**src/rtl/core/ecg_frame_decode_calibrate_assert.svh**
```systemverilog
// ----------------------------------------------------------------------------
// ECG frame decode assertion macros
// Clocked, reset-qualified assertion helpers for the frame decoder.
// ----------------------------------------------------------------------------
`ifndef ECG_FRAME_DECODE_CALIBRATE_ASSERT_SVH
`define ECG_FRAME_DECODE_CALIBRATE_ASSERT_SVH
`ifndef NO_ASSERTIONS
`define ECG_ASSERT(lbl, prop, msg) \
  lbl: assert property (@(posedge clk_i) disable iff (!rst_ni) prop) else $error(msg);
`define ECG_ASSERT_NEVER(lbl, cond, msg) \
  lbl: assert property (@(posedge clk_i) disable iff (!rst_ni) !(cond)) else $error(msg);
`else
`define ECG_ASSERT(lbl, prop, msg)
`define ECG_ASSERT_NEVER(lbl, cond, msg)
`endif
`endif

```
**src/rtl/core/efdc_pkg.sv**
```systemverilog
// ----------------------------------------------------------------------------
// ECG frame decode package
// Shared widths, constants, register codes and queue types.
// ----------------------------------------------------------------------------
`default_nettype none

package efdc_pkg;

  localparam int RAW_W      = 24;
  localparam int UV_W       = 23;
  localparam int STATUS_W   = 8;
  localparam int CNT_W      = 32;
  localparam int WIN_W      = 16;
  localparam int SPAN_W     = 8;
  localparam int TOP_W      = 9;
  localparam int GAIN_W     = 40;
  localparam int OFFS_W     = 48;
  localparam int CFG_IDX_W  = 3;
  localparam int CFG_DATA_W = 16;
  localparam int K_W        = 31;
  localparam int QDEPTH     = 2;
  localparam int QPTR_W     = $clog2(QDEPTH);

  localparam logic [STATUS_W-1:0] GOOD_STATUS = 8'hC0;
  // 2.42e6 / 8388607 in Q0.32
  localparam logic [K_W-1:0]      UV_SCALE    = 31'd1239040148;

  localparam logic [WIN_W-1:0]  RST_WIN_FIRST = 16'd1;
  localparam logic [WIN_W-1:0]  RST_WIN_LAST  = 16'd1000;
  localparam logic [SPAN_W-1:0] RST_SPAN0     = 8'd180;
  localparam logic [TOP_W-1:0]  RST_TOP0      = 9'd220;
  localparam logic [SPAN_W-1:0] RST_SPAN1     = 8'd2;
  localparam logic [TOP_W-1:0]  RST_TOP1      = 9'd1;

  localparam logic signed [UV_W-1:0] UV_MOST_POS = {1'b0, {(UV_W-1){1'b1}}};
  localparam logic signed [UV_W-1:0] UV_MOST_NEG = {1'b1, {(UV_W-1){1'b0}}};

  typedef enum logic [CFG_IDX_W-1:0] {
    CFG_WIN_FIRST = 3'd0,
    CFG_WIN_LAST  = 3'd1,
    CFG_SPAN0     = 3'd2,
    CFG_TOP0      = 3'd3,
    CFG_SPAN1     = 3'd4,
    CFG_TOP1      = 3'd5
  } efdc_cfg_idx_e;

  typedef struct packed {
    logic                   good;
    logic signed [UV_W-1:0] uv0;
    logic signed [UV_W-1:0] uv1;
  } efdc_item_t;

  typedef struct packed {
    logic full;
    logic empty;
  } efdc_qstat_t;

endpackage

`default_nettype wire

```
**src/rtl/core/efdc_front.sv**
```systemverilog
// ----------------------------------------------------------------------------
// ECG frame decode front end
// Takes frames, checks the status byte and scales both channels to microvolts.
// ----------------------------------------------------------------------------
`default_nettype none

module efdc_front (
  input  wire                            clk_i,
  input  wire                            rst_ni,
  input  wire                            in_valid_i,
  output logic                           in_stall_o,
  input  wire  [efdc_pkg::STATUS_W-1:0]  status_byte_i,
  input  wire  [efdc_pkg::RAW_W-1:0]     raw_ch0_i,
  input  wire  [efdc_pkg::RAW_W-1:0]     raw_ch1_i,
  input  wire  efdc_pkg::efdc_qstat_t    q_stat_i,
  output logic                           q_push_o,
  output efdc_pkg::efdc_item_t           q_item_o
);
  import efdc_pkg::*;

  localparam int PROD_W = RAW_W + K_W;

  typedef enum logic [1:0] {F_IDLE, F_MUL, F_PUSH} fstate_e;

  fstate_e                 state_q;
  logic                    good_q;
  logic [RAW_W-1:0]        raw_q [2];
  logic                    neg_q [2];
  logic [UV_W-1:0]         p_q   [2];
  logic [RAW_W-1:0]        mag   [2];
  logic [PROD_W-1:0]       prod  [2];
  logic signed [UV_W-1:0]  uv    [2];

  always_comb begin
    for (int i = 0; i < 2; i++) begin
      mag[i]  = raw_q[i][RAW_W-1] ? (RAW_W'(0) - raw_q[i]) : raw_q[i];
      prod[i] = {{K_W{1'b0}}, mag[i]} * {{RAW_W{1'b0}}, UV_SCALE};
      uv[i]   = neg_q[i] ? (UV_W'(0) - p_q[i]) : p_q[i];
    end
  end

  assign in_stall_o    = (state_q != F_IDLE);
  assign q_push_o      = (state_q == F_PUSH) && !q_stat_i.full;
  assign q_item_o.good = good_q;
  assign q_item_o.uv0  = uv[0];
  assign q_item_o.uv1  = uv[1];

  always_ff @(posedge clk_i or negedge rst_ni) begin
    if (!rst_ni) begin
      state_q <= F_IDLE;
    end else begin
      case (state_q)
        F_IDLE: begin
          if (in_valid_i) begin
            good_q   <= (status_byte_i == GOOD_STATUS);
            raw_q[0] <= raw_ch0_i;
            raw_q[1] <= raw_ch1_i;
            state_q  <= F_MUL;
          end
        end
        F_MUL: begin
          for (int i = 0; i < 2; i++) begin
            p_q[i]   <= prod[i][PROD_W-1:32];
            neg_q[i] <= raw_q[i][RAW_W-1];
          end
          state_q <= F_PUSH;
        end
        F_PUSH: begin
          if (!q_stat_i.full) begin
            state_q <= F_IDLE;
          end
        end
        default: state_q <= F_IDLE;
      endcase
    end
  end

endmodule

`default_nettype wire

```
**src/rtl/core/efdc_fifo.sv**
```systemverilog
// ----------------------------------------------------------------------------
// ECG frame decode queue
// Short register queue between the front end and the calibration back end.
// ----------------------------------------------------------------------------
`default_nettype none

module efdc_fifo (
  input  wire                   clk_i,
  input  wire                   rst_ni,
  input  wire                   push_i,
  input  wire efdc_pkg::efdc_item_t item_i,
  input  wire                   pop_i,
  output efdc_pkg::efdc_item_t  item_o,
  output efdc_pkg::efdc_qstat_t stat_o
);
  import efdc_pkg::*;

  efdc_item_t        mem_q [QDEPTH];
  logic [QPTR_W-1:0] wptr_q;
  logic [QPTR_W-1:0] rptr_q;
  logic [QPTR_W:0]   cnt_q;

  assign stat_o.full  = (cnt_q == (QPTR_W+1)'(QDEPTH));
  assign stat_o.empty = (cnt_q == '0);
  assign item_o       = mem_q[rptr_q];

  always_ff @(posedge clk_i) begin
    if (push_i) begin
      mem_q[wptr_q] <= item_i;
    end
  end

  always_ff @(posedge clk_i or negedge rst_ni) begin
    if (!rst_ni) begin
      wptr_q <= '0;
      rptr_q <= '0;
      cnt_q  <= '0;
    end else begin
      if (push_i) begin
        wptr_q <= (wptr_q == QPTR_W'(QDEPTH-1)) ? '0 : wptr_q + 1'b1;
      end
      if (pop_i) begin
        rptr_q <= (rptr_q == QPTR_W'(QDEPTH-1)) ? '0 : rptr_q + 1'b1;
      end
      if (push_i && !pop_i) begin
        cnt_q <= cnt_q + 1'b1;
      end else if (pop_i && !push_i) begin
        cnt_q <= cnt_q - 1'b1;
      end
    end
  end

endmodule

`default_nettype wire

```
**src/rtl/core/efdc_back.sv**
```systemverilog
// ----------------------------------------------------------------------------
// ECG frame decode back end
// Counts good frames, tracks min/max in the window and computes gain/offset.
// ----------------------------------------------------------------------------
`default_nettype none
`include "ecg_frame_decode_calibrate_assert.svh"

module efdc_back (
  input  wire                                  clk_i,
  input  wire                                  rst_ni,
  input  wire                                  cfg_valid_i,
  output logic                                 cfg_ready_o,
  input  wire  [efdc_pkg::CFG_IDX_W-1:0]       cfg_index_i,
  input  wire  [efdc_pkg::CFG_DATA_W-1:0]      cfg_data_i,
  input  wire  efdc_pkg::efdc_item_t           q_item_i,
  input  wire  efdc_pkg::efdc_qstat_t          q_stat_i,
  output logic                                 q_pop_o,
  output logic                                 out_valid_o,
  input  wire                                  out_stall_i,
  output logic                                 frame_ok_o,
  output logic signed [efdc_pkg::UV_W-1:0]     uv_ch0_o,
  output logic signed [efdc_pkg::UV_W-1:0]     uv_ch1_o,
  output logic                                 calib_ready_o,
  output logic                                 calib_error_o,
  output logic [efdc_pkg::GAIN_W-1:0]          gain_ch0_o,
  output logic signed [efdc_pkg::OFFS_W-1:0]   offset_ch0_o,
  output logic [efdc_pkg::GAIN_W-1:0]          gain_ch1_o,
  output logic signed [efdc_pkg::OFFS_W-1:0]   offset_ch1_o
);
  import efdc_pkg::*;

  localparam int DIV_STEPS = GAIN_W;
  localparam int BIT_W     = $clog2(DIV_STEPS);
  localparam int MUL_A_W   = 32;
  localparam int MUL_W     = MUL_A_W + UV_W;
  localparam int PHI_W     = GAIN_W - MUL_A_W + UV_W;
  localparam int PQ_W      = GAIN_W + UV_W;
  localparam int X_W       = 64;

  typedef enum logic [2:0] {
    S_IDLE, S_SETUP, S_DIV, S_MLO, S_MHI, S_SUM, S_OFS
  } state_e;

  // configuration
  logic [WIN_W-1:0]         win_first_q;
  logic [WIN_W-1:0]         win_last_q;
  logic [SPAN_W-1:0]        span_q [2];
  logic signed [TOP_W-1:0]  top_q  [2];

  // control and running state
  state_e                   state_q;
  logic                     out_valid_q;
  logic [CNT_W-1:0]         cnt_q;
  logic                     done_q;
  logic signed [UV_W-1:0]   min_q [2];
  logic signed [UV_W-1:0]   max_q [2];
  logic                     ch_q;
  logic [BIT_W-1:0]         bit_q;

  // calibration datapath
  logic [UV_W-1:0]          div_q;
  logic [UV_W-1:0]          rem_q;
  logic [GAIN_W-1:0]        qd_q;
  logic [UV_W-1:0]          mmag_q;
  logic                     mneg_q;
  logic [MUL_W-1:0]         plo_q;
  logic [PHI_W-1:0]         phi_q;
  logic [PQ_W-1:0]          pq_q;

  // result register
  logic                     ok_q;
  logic signed [UV_W-1:0]   uv_q   [2];
  logic                     rdy_q;
  logic                     err_q  [2];
  logic [GAIN_W-1:0]        gain_q [2];
  logic signed [OFFS_W-1:0] offs_q [2];

  logic signed [UV_W-1:0]   cur_mn;
  logic signed [UV_W-1:0]   cur_mx;
  logic                     cur_err;
  logic [UV_W:0]            diff;
  logic [UV_W:0]            div_t;
  logic                     div_ge;
  logic [UV_W-1:0]          div_rem;
  logic [MUL_A_W-1:0]       mul_a;
  logic [MUL_W-1:0]         mul_p;
  logic [X_W-1:0]           tq;
  logic [X_W-1:0]           ofs_x;
  logic [CNT_W-1:0]         cnt_nx;
  logic                     in_win;
  logic                     past;
  logic                     go_cal;
  logic                     out_fire;
  logic                     pop;

  always_comb begin
    cur_mn  = min_q[ch_q];
    cur_mx  = max_q[ch_q];
    cur_err = !(cur_mx > cur_mn);
    diff    = {cur_mx[UV_W-1], cur_mx} - {cur_mn[UV_W-1], cur_mn};
    div_t   = {rem_q, qd_q[GAIN_W-1]};
    div_ge  = (div_t >= {1'b0, div_q});
    div_rem = div_ge ? UV_W'(div_t - {1'b0, div_q}) : div_t[UV_W-1:0];
    mul_a   = (state_q == S_MLO) ? qd_q[MUL_A_W-1:0]
                                 : {{(2*MUL_A_W-GAIN_W){1'b0}}, qd_q[GAIN_W-1:MUL_A_W]};
    mul_p   = {{UV_W{1'b0}}, mul_a} * {{MUL_A_W{1'b0}}, mmag_q};
    tq      = {{(X_W-TOP_W-32){top_q[ch_q][TOP_W-1]}}, top_q[ch_q], 32'b0};
    ofs_x   = mneg_q ? (tq + {{(X_W-PQ_W){1'b0}}, pq_q})
                     : (tq - {{(X_W-PQ_W){1'b0}}, pq_q});
    cnt_nx  = cnt_q + 1'b1;
    in_win  = (cnt_nx >= {{(CNT_W-WIN_W){1'b0}}, win_first_q}) &&
              (cnt_nx <= {{(CNT_W-WIN_W){1'b0}}, win_last_q});
    past    = (cnt_nx >  {{(CNT_W-WIN_W){1'b0}}, win_last_q});
    go_cal  = q_item_i.good && !done_q && !in_win && past;
  end

  assign out_fire      = out_valid_q && !out_stall_i;
  assign pop           = (state_q == S_IDLE) && !q_stat_i.empty && (!out_valid_q || !out_stall_i);
  assign q_pop_o       = pop;
  assign cfg_ready_o   = 1'b1;

  assign out_valid_o   = out_valid_q;
  assign frame_ok_o    = ok_q;
  assign uv_ch0_o      = uv_q[0];
  assign uv_ch1_o      = uv_q[1];
  assign calib_ready_o = rdy_q;
  assign calib_error_o = err_q[0] | err_q[1];
  assign gain_ch0_o    = gain_q[0];
  assign gain_ch1_o    = gain_q[1];
  assign offset_ch0_o  = offs_q[0];
  assign offset_ch1_o  = offs_q[1];

  always_ff @(posedge clk_i or negedge rst_ni) begin
    if (!rst_ni) begin
      win_first_q <= RST_WIN_FIRST;
      win_last_q  <= RST_WIN_LAST;
      span_q[0]   <= RST_SPAN0;
      top_q[0]    <= RST_TOP0;
      span_q[1]   <= RST_SPAN1;
      top_q[1]    <= RST_TOP1;
    end else if (cfg_valid_i) begin
      case (efdc_cfg_idx_e'(cfg_index_i))
        CFG_WIN_FIRST: win_first_q <= cfg_data_i[WIN_W-1:0];
        CFG_WIN_LAST:  win_last_q  <= cfg_data_i[WIN_W-1:0];
        CFG_SPAN0:     span_q[0]   <= cfg_data_i[SPAN_W-1:0];
        CFG_TOP0:      top_q[0]    <= cfg_data_i[TOP_W-1:0];
        CFG_SPAN1:     span_q[1]   <= cfg_data_i[SPAN_W-1:0];
        CFG_TOP1:      top_q[1]    <= cfg_data_i[TOP_W-1:0];
        default: ;
      endcase
    end
  end

  always_ff @(posedge clk_i or negedge rst_ni) begin
    if (!rst_ni) begin
      state_q     <= S_IDLE;
      out_valid_q <= 1'b0;
      cnt_q       <= '0;
      done_q      <= 1'b0;
      min_q[0]    <= UV_MOST_POS;
      min_q[1]    <= UV_MOST_POS;
      max_q[0]    <= UV_MOST_NEG;
      max_q[1]    <= UV_MOST_NEG;
      ch_q        <= 1'b0;
      bit_q       <= '0;
    end else begin
      case (state_q)
        S_IDLE: begin
          if (pop) begin
            ok_q      <= q_item_i.good;
            uv_q[0]   <= q_item_i.good ? q_item_i.uv0 : '0;
            uv_q[1]   <= q_item_i.good ? q_item_i.uv1 : '0;
            rdy_q     <= 1'b0;
            err_q[0]  <= 1'b0;
            err_q[1]  <= 1'b0;
            gain_q[0] <= '0;
            gain_q[1] <= '0;
            offs_q[0] <= '0;
            offs_q[1] <= '0;
            if (q_item_i.good) begin
              cnt_q <= cnt_nx;
              if (!done_q && in_win) begin
                if (q_item_i.uv0 < min_q[0]) min_q[0] <= q_item_i.uv0;
                if (q_item_i.uv0 > max_q[0]) max_q[0] <= q_item_i.uv0;
                if (q_item_i.uv1 < min_q[1]) min_q[1] <= q_item_i.uv1;
                if (q_item_i.uv1 > max_q[1]) max_q[1] <= q_item_i.uv1;
              end
            end
            if (go_cal) begin
              done_q      <= 1'b1;
              ch_q        <= 1'b0;
              out_valid_q <= 1'b0;
              state_q     <= S_SETUP;
            end else begin
              out_valid_q <= 1'b1;
            end
          end else if (out_fire) begin
            out_valid_q <= 1'b0;
          end
        end
        S_SETUP: begin
          if (cur_err) begin
            err_q[ch_q]  <= 1'b1;
            gain_q[ch_q] <= '0;
            offs_q[ch_q] <= '0;
            if (!ch_q) begin
              ch_q <= 1'b1;
            end else begin
              rdy_q       <= 1'b1;
              out_valid_q <= 1'b1;
              state_q     <= S_IDLE;
            end
          end else begin
            div_q   <= diff[UV_W-1:0];
            rem_q   <= '0;
            qd_q    <= {span_q[ch_q], {(GAIN_W-SPAN_W){1'b0}}};
            bit_q   <= '0;
            mmag_q  <= cur_mx[UV_W-1] ? (UV_W'(0) - cur_mx) : cur_mx;
            mneg_q  <= cur_mx[UV_W-1];
            state_q <= S_DIV;
          end
        end
        S_DIV: begin
          rem_q <= div_rem;
          qd_q  <= {qd_q[GAIN_W-2:0], div_ge};
          bit_q <= bit_q + 1'b1;
          if (bit_q == BIT_W'(DIV_STEPS-1)) begin
            state_q <= S_MLO;
          end
        end
        S_MLO: begin
          plo_q   <= mul_p;
          state_q <= S_MHI;
        end
        S_MHI: begin
          phi_q   <= mul_p[PHI_W-1:0];
          state_q <= S_SUM;
        end
        S_SUM: begin
          pq_q    <= {{(PQ_W-MUL_W){1'b0}}, plo_q} + {phi_q, {MUL_A_W{1'b0}}};
          state_q <= S_OFS;
        end
        S_OFS: begin
          gain_q[ch_q] <= qd_q;
          offs_q[ch_q] <= ofs_x[X_W-1:X_W-OFFS_W];
          if (!ch_q) begin
            ch_q    <= 1'b1;
            state_q <= S_SETUP;
          end else begin
            rdy_q       <= 1'b1;
            out_valid_q <= 1'b1;
            state_q     <= S_IDLE;
          end
        end
        default: state_q <= S_IDLE;
      endcase
    end
  end

  `ECG_ASSERT(a_busy_no_result, (state_q != S_IDLE) |-> !out_valid_q, "result shown during calibration")
  `ECG_ASSERT_NEVER(a_done_sticky, $fell(done_q), "calibration done flag cleared")
  `ECG_ASSERT(a_div_rem_bound, (state_q == S_DIV) |-> (rem_q < div_q), "divider remainder out of range")
  `ECG_ASSERT(a_ready_after_done, (out_valid_q && rdy_q) |-> done_q, "calibration result without done")

endmodule

`default_nettype wire

```
**src/rtl/core/ecg_frame_decode_calibrate.sv**
```systemverilog
// ----------------------------------------------------------------------------
// ECG frame decode and calibrate
// Two-channel converter frame decoder with one-shot min/max normalization.
// ----------------------------------------------------------------------------
// Input channel: in_valid_i / in_stall_o carry one frame per beat (status byte
// and two 24-bit words). Output channel: out_valid_o / out_stall_i carry one
// result per frame. Config: cfg_valid_i / cfg_ready_o write register
// cfg_index_i with cfg_data_i; ready is always high, write only when idle.
// A plain frame goes through capture, scale multiply, queue push and the
// output register before out_valid_o rises. The front end takes a new frame
// only after the last one is pushed (capture, scale multiply, queue push).
// The frame that closes the window also runs the gain/offset pass: per
// channel a setup step, a restoring divider, then multiply and offset add.
// Reset clears the good-frame count, the calibration flag and the min/max
// trackers and loads the register defaults; no clearing pass is needed.
// A stalled result holds in the output register while the front end keeps
// taking frames into a 2-beat queue; once that fills, in_stall_o stays high.
// ----------------------------------------------------------------------------
`default_nettype none

module ecg_frame_decode_calibrate (
  input  wire                                  clk_i,
  input  wire                                  rst_ni,
  input  wire                                  in_valid_i,
  output logic                                 in_stall_o,
  input  wire  [efdc_pkg::STATUS_W-1:0]        status_byte_i,
  input  wire  [efdc_pkg::RAW_W-1:0]           raw_ch0_i,
  input  wire  [efdc_pkg::RAW_W-1:0]           raw_ch1_i,
  output logic                                 out_valid_o,
  input  wire                                  out_stall_i,
  output logic                                 frame_ok_o,
  output logic signed [efdc_pkg::UV_W-1:0]     uv_ch0_o,
  output logic signed [efdc_pkg::UV_W-1:0]     uv_ch1_o,
  output logic                                 calib_ready_o,
  output logic                                 calib_error_o,
  output logic [efdc_pkg::GAIN_W-1:0]          gain_ch0_o,
  output logic signed [efdc_pkg::OFFS_W-1:0]   offset_ch0_o,
  output logic [efdc_pkg::GAIN_W-1:0]          gain_ch1_o,
  output logic signed [efdc_pkg::OFFS_W-1:0]   offset_ch1_o,
  input  wire                                  cfg_valid_i,
  output logic                                 cfg_ready_o,
  input  wire  [efdc_pkg::CFG_IDX_W-1:0]       cfg_index_i,
  input  wire  [efdc_pkg::CFG_DATA_W-1:0]      cfg_data_i
);
  import efdc_pkg::*;

  efdc_qstat_t q_stat;
  efdc_item_t  push_item;
  efdc_item_t  head_item;
  logic        q_push;
  logic        q_pop;

  efdc_front u_front (
    .clk_i         (clk_i),
    .rst_ni        (rst_ni),
    .in_valid_i    (in_valid_i),
    .in_stall_o    (in_stall_o),
    .status_byte_i (status_byte_i),
    .raw_ch0_i     (raw_ch0_i),
    .raw_ch1_i     (raw_ch1_i),
    .q_stat_i      (q_stat),
    .q_push_o      (q_push),
    .q_item_o      (push_item)
  );

  efdc_fifo u_fifo (
    .clk_i  (clk_i),
    .rst_ni (rst_ni),
    .push_i (q_push),
    .item_i (push_item),
    .pop_i  (q_pop),
    .item_o (head_item),
    .stat_o (q_stat)
  );

  efdc_back u_back (
    .clk_i         (clk_i),
    .rst_ni        (rst_ni),
    .cfg_valid_i   (cfg_valid_i),
    .cfg_ready_o   (cfg_ready_o),
    .cfg_index_i   (cfg_index_i),
    .cfg_data_i    (cfg_data_i),
    .q_item_i      (head_item),
    .q_stat_i      (q_stat),
    .q_pop_o       (q_pop),
    .out_valid_o   (out_valid_o),
    .out_stall_i   (out_stall_i),
    .frame_ok_o    (frame_ok_o),
    .uv_ch0_o      (uv_ch0_o),
    .uv_ch1_o      (uv_ch1_o),
    .calib_ready_o (calib_ready_o),
    .calib_error_o (calib_error_o),
    .gain_ch0_o    (gain_ch0_o),
    .offset_ch0_o  (offset_ch0_o),
    .gain_ch1_o    (gain_ch1_o),
    .offset_ch1_o  (offset_ch1_o)
  );

endmodule

`default_nettype wire
```
**config.mk**
```make
export PLATFORM = sky130hd
export DESIGN_NAME = ecg_frame_decode_calibrate
export DESIGN_NICKNAME = d
export VERILOG_FILES = /design/src/rtl/core/efdc_pkg.sv /design/src/rtl/core/efdc_front.sv /design/src/rtl/core/efdc_fifo.sv /design/src/rtl/core/efdc_back.sv /design/src/rtl/core/ecg_frame_decode_calibrate.sv
export VERILOG_INCLUDE_DIRS = /design/src /design/src/rtl/core
export SDC_FILE = /design/constraint.sdc
export NUM_CORES = 2
export LEC_CHECK = 0
export BUFFER_PORTS_ARGS = -buffer_cell sky130_fd_sc_hd__buf_2
export CAP_MARGIN = 20
export CORE_UTILIZATION = 45
export DETAILED_ROUTE_END_ITERATION = 7
export HOLD_SLACK_MARGIN = 0.08
export PLACE_DENSITY_LB_ADDON = 0.08
export SYNTH_ARGS = -nofsm -noshare
export SYNTH_HDL_FRONTEND = slang
export SYNTH_SLANG_ARGS = --single-unit
```
**constraint.sdc**
```tcl
create_clock -name clk_i -period 27.8 [get_ports clk_i]
set_input_delay 8.34 -clock clk_i [delete_from_list [all_inputs] [get_ports clk_i]]
set_output_delay 8.34 -clock clk_i [all_outputs]
set_load 0.03 [all_outputs]
```
Word level (Yosys, flattened, before mapping)
Memories as Yosys holds them, arrays and structs flattened.
Cells that the tools add are included.
{ "word_totals": {"inputBits": 80, "ram_bits": 414, "mem_count": 8, "output_inout_bits": 228, "word_cells": 241, "ff_bits": 470} }
{ "memory_table": {"columns": ["memory", "depth", "width", "rd", "rd_clocked_by_memory_dff", "write_ports", "line", "text"], "rows": [
  ["u_back.offs_q", 2, 48, 2, 0, 2, "efdc_back.sv:76", "logic signed [OFFS_W-1:0] offs_q [2];"],
  ["u_fifo.mem_q", 2, 47, 1, 0, 1, "efdc_fifo.sv:18", "efdc_item_t mem_q [QDEPTH];"],
  ["u_back.gain_q", 2, 40, 2, 0, 2, "efdc_back.sv:75", "logic [GAIN_W-1:0] gain_q [2];"],
  ["u_front.raw_q", 2, 24, 2, 0, 2, "efdc_front.sv:27", "logic [RAW_W-1:0] raw_q [2];"],
  ["u_back.uv_q", 2, 23, 2, 0, 2, "efdc_back.sv:72", "logic signed [UV_W-1:0] uv_q [2];"],
  ["u_front.p_q", 2, 23, 2, 0, 2, "efdc_front.sv:29", "logic [UV_W-1:0] p_q [2];"],
  ["2 more memories", null, null, null, null, null, null, null]
]} }
{ "op_classes": {"eq_ne": 25, "n_bitwise": 4, "n_lt_le_gt_ge": 10, "addsub": 16, "reduce_logical": 61, "mux": 82, "n_mul": 3} }
{ "op_table": {"columns": ["cell", "count"], "rows": [
  ["23-bit two-way mux", 12],
  ["40-bit two-way mux", 3],
  ["24-bit by 29-bit multiplier with 53-bit output, second input constant", 2],
  ["48-bit two-way mux", 2],
  ["40-bit case mux with 2 select lines", 1],
  ["23-bit > comparator", 3],
  ["1-bit by 23-bit subtractor with 23-bit output, first input constant", 3],
  ["64-bit by 63-bit adder with 64-bit output", 1],
  ["64-bit two-way mux", 1],
  ["64-bit by 63-bit subtractor with 64-bit output", 1],
  ["55-bit by 63-bit adder with 63-bit output", 1],
  ["32-bit by 23-bit multiplier with 55-bit output", 1],
  ["24-bit two-way mux", 2],
  ["48-bit OR reduction", 1],
  ["1-bit by 24-bit subtractor with 24-bit output, first input constant", 2],
  ["23-bit less-than comparator", 2],
  ["23-bit case mux with 2 select lines", 1],
  ["23-bit subtractor", 2],
  ["40-bit OR reduction", 1],
  ["1-bit two-way mux", 36],
  ["32-bit by 1-bit adder with 32-bit output, second input constant", 1],
  ["32-bit by 16-bit >= comparator with 1-bit output", 1],
  ["32-bit by 16-bit > comparator with 1-bit output", 1],
  ["32-bit by 16-bit <= comparator with 1-bit output", 1],
  ["other kinds (42)", 119]
]} }

Logic depth before layout (Yosys ltp)
{ "depth": {"depth_word": 12, "mapped_depth": 36} }

Cells and area by module
Synthesis repeated with hierarchy kept, for this count alone.
{ "unflattened": {"hier_cells": 8415, "area_unflattened_um2": 87866.8} }
{ "modules_own_cells": {"columns": ["mod", "area_per_inst_um2", "cells_per_inst", "n_inst"], "rows": [
  ["efdc_back", 59839.9, 5843, 1],
  ["efdc_front", 24369.6, 2410, 1],
  ["efdc_fifo", 3657.3, 162, 1]
]} }

Worst setup path before layout
No wires, ideal clock.
{ "synth_path": {"kind": "input -> register", "startpoint": "input port rst_ni", "endpoint": "register u_back.plo_q[0], enable pin", "setup_time_ps": 536, "arrival_ps": 12240, "required_time_ps": 27264, "cell_stages": 2, "setup_slack_ps": 15025, "path_cell_list": "inv_1 > nor3_1"} }
{ "synth_between": {"elab_chain_len": 1} }
{ "synth_lines": {"columns": ["element", "line", "text"], "rows": [
  ["start, declared", "ecg_frame_decode_calibrate.sv:23", "input wire rst_ni,"],
  ["2-bit AND reduction (no source line)", null, null],
  ["end signal, assigned", "efdc_back.sv:232", "plo_q <= mul_p;"],
  ["end, declared", "efdc_back.sv:66", "logic [MUL_W-1:0] plo_q;"]
]} }
No other way between the ends.
A chain may end at the register's enable or synchronous reset.

==> summary.md <==
| Metric | Value |
|---|---|
| Final worst path period need | around 11 ns |
| DRC viols | 0 |
| CTS tree | built |
| CP peak stage delay | between 0.8 and 0.9 ns |
| Worst Setup End Kind | flip-flop |
| Share of the yosys chip area belonging to registers | 0.295 |
| Wl on met1 | 105 mm |
| CTS Buf Count | ~100 |
| Synth Instances | roughly 8,300 |
| Path depth of the worst reg2reg path | 31 |
| Met3 routed wirelength | 10.8 mm |
| Routed WL | between 200 and 250 mm |
| Row cnt | 160 |
| Max-cap violations | 0 |
| Clock Root Buffer | clkbuf_16 |
| Clock slew at reported path FFs | about 0.070 ns |
| Arrival @ worst endpoint | about 11 ns |
| Slew headroom | 0.223 |
| Clk Latency, worst-skew pair | a little under 0.8 ns |
| Die Span X | 441 um |
| Hold depth | 0 |
| Largest cells by area after synthesis | edfxtp_1, fa_1, ha_1 |
| Startpoint types | input port |
| Remaining Overflow, GRT | 0 |
| DIE AREA | between 0.15 and 0.2 mm2 |
| Vias in the first global route | roughly 60,000 |
| Final ANT Viol Nets | 0 |
| DR pass1 iterations | 6 |
| Routed len/inst | between 20 and 25 um |
| WL met2 | 117 mm |
| Utilization after layout | 0.499 |
| Max-slew violation count | 0 |
| Worst r2r src | u_back.state_q[0] |
| CP startpoint | rst_ni |
| Initial antenna violation count | 7 |
| Layout net count | 10,631 |
| HP Class | reg2reg |
| Chip height | roughly 440 um |
| IO buf count | approximately 310 |
| Largest net degree at the start of global routing | approximately 170 |
| Largest fanout on the critical path | 66 |
| Synth warn | 0 |
| Worst hold slack | between 0.3 and 0.4 ns |
| Status | finished, final reports clean |
| CTS resizes | 0 |
| Primary FF master, synth | edfxtp_1 |
| Crit-path slowest cell | buf_4 |
| Final Hold Viols | 0 |
| Total vias in the final route | about 59,000 |
| IO Count | about 300 |
| Layout fillers | 17,670 |
| Setup violators final | 0 |
| WP depth | 6 |
| Setup Fix Bufs, Post-CTS | 0 |
| Starting Density | 0.454 |
| Post-synthesis cell type count | between 90 and 100 |
| Max frequency | a little over 90 MHz |
| Hold path start | u_back.plo_q[24] |
| First-pass GRT wire length | between 300 and 400 mm |
| Net count after synthesis | between 10,000 and 15,000 |
| Vias/cell | roughly 5.3 |
| Post-detail-place hpwl | between 150 and 200 mm |
| Req. time, crit path | 28.13 ns |
| Slew @ Worst Pin | about 1.2 ns |
| Clock tree buffer depth | 3 |
| Period utilisation layout | 0.385 |
| Crit path cell chain | buf_8, inv_1, nor2_1, nand2_1, nand2_4, buf_4 |
| Htree depth | 3 |
| Post-Route Setup TNS | 0 ns |
| RSZ-0062 raised after global routing | false |
| Share of cells above drive strength 1 | 0.101 |
| #FFs+latches synth | 884 |
| Final Skew | 0.0840 ns |
| Core area | between 0.15 and 0.2 mm2 |
| GR Util All Layers | 0.250 |
| Top cell type's share of synthesized area | 0.233 |
| Iteration-0 DRC Markers | around 3,600 |
| EDFF count, synth | ~670 |
| CP top delay family | buffers and inverters |
| Bufs and invs on worst path | 3 |
| Kind of critical path | in2reg |
| Leading area contributor after synthesis | edfxtp_1 |
| Final Wtd Congestion | between 0.8 and 0.9 |
| Area Overhead vs Synth | 9.73% |
| Sink Count | approximately 880 |
| Top routing layer used | met5 |
| Syn Std Cell Area | roughly 0.087 mm2 |
| Synth Area per Inst | roughly 10 um2 |
| Ys async rst share | 0.235 |
| Cts-stage hold buffer count | 0 |
[cells in the mapped netlist (all sizes together), types with 14 or more instances]
master,count
buf,20
a21oi,253
a21o,119
edfxtp,674
nand3,63
dfstp,64
nor3,72
mux2i,139
nor2b,53
nand2b,56
or2,22
a31oi,21
mux2,119
o21a,36
and3,311
nand4,62
o41ai,14
o21ai,238
inv,1655
or3,27
xnor2,271
and2,188
xor2,93
nor2,377
a211oi,21
o21bai,32
clkbuf,266
ha,992
fa,1008
o211ai,16
nor4,31
o31ai,33
nand2,660
dfrtp,144
[cells by family after synthesis]
family,after synthesis,synth area share
adders and majority gates,2000,0.376
AOI/OAI and AO/OA,888,0.0649
other,1,0.0000433
and+or+nand+nor,1961,0.111
muxes,258,0.0316
xor gates and xnor gates,364,0.0368
buffers and inverters,1942,0.0848
DFF,884,0.295
[layout by cell type (no fill, tap or decap), types with 55 or more instances in the layout]
cell          n
inv_1      1654
fa_1       1008
ha_1        992
edfxtp_1    674
nand2_1     658
nor2_1      370
and3_1      310
buf_2       305
xnor2_1     260
a21oi_1     253
o21ai_0     233
and2_1      178
dfrtp_1     142
mux2i_1     138
buf_4       123
a21o_1      119
mux2_2      116
clkbuf_16   105
xor2_1       93
nor3_1       66
dfstp_2      64
nand3_1      63
nand4_1      61
nand2b_1     55
[through the flow]
stage | setup WS [ns] | cells | area, um2
global placement | 16.34 | 10952 | 91400
CTS | 17.10 | 11150 | 95100
detailed placement | 16.31 | 10954 | 91400
global route | 16.96 | 11153 | 95100
floorplan | 15.02 | 8298 | 86700
finish | 17.09 | 11156 | 95100
[layer usage]
metal / GRT usage / vias to the layer above
met3: 0.0291 / 320
met2: 0.427 / 1455
met1: 0.334 / 29792
met4: 0.0689 / 2
met5: 0 / -
li1: - / 27508
[area by class of cell]
cell class	count	area, um2	area share
sequential	884	25600	0.269
timing repair buffer	433	2530	0.0266
tap	2511	3140	0.0330
antenna	4	10.0	0.000105
multi-input combinational	5472	54000	0.567
clock buffer	126	2780	0.0292
inverter	1656	6220	0.0654
clock inverter	70	911	0.00958
[path summary, 6_finish.rpt]
kind                                   endpoint  slack (ns)
hold reg to reg                 u_back.pq_q[24]        0.39
setup reg to reg               u_back.plo_q[52]       17.58
max in group asynchronous      u_back.max_q[25]       18.58
min in group asynchronous    u_back.out_valid_o        7.46
hold / removal                  u_back.pq_q[24]        0.39
setup / recovery           u_back.offs_q[0][13]       17.09
[flip-flops by register name, summed over array words and instances, names as in the netlist, 48 cells and up]
register,flops
u_front.raw_q,48
u_back.offs_q,96
u_fifo.mem_q,94
u_back.pq_q,63
u_back.gain_q,80
u_back.plo_q,55
Power is left out: the tool's default activity adds up to more than one toggle a clock period on the data nets, which glitch-free logic cannot reach.
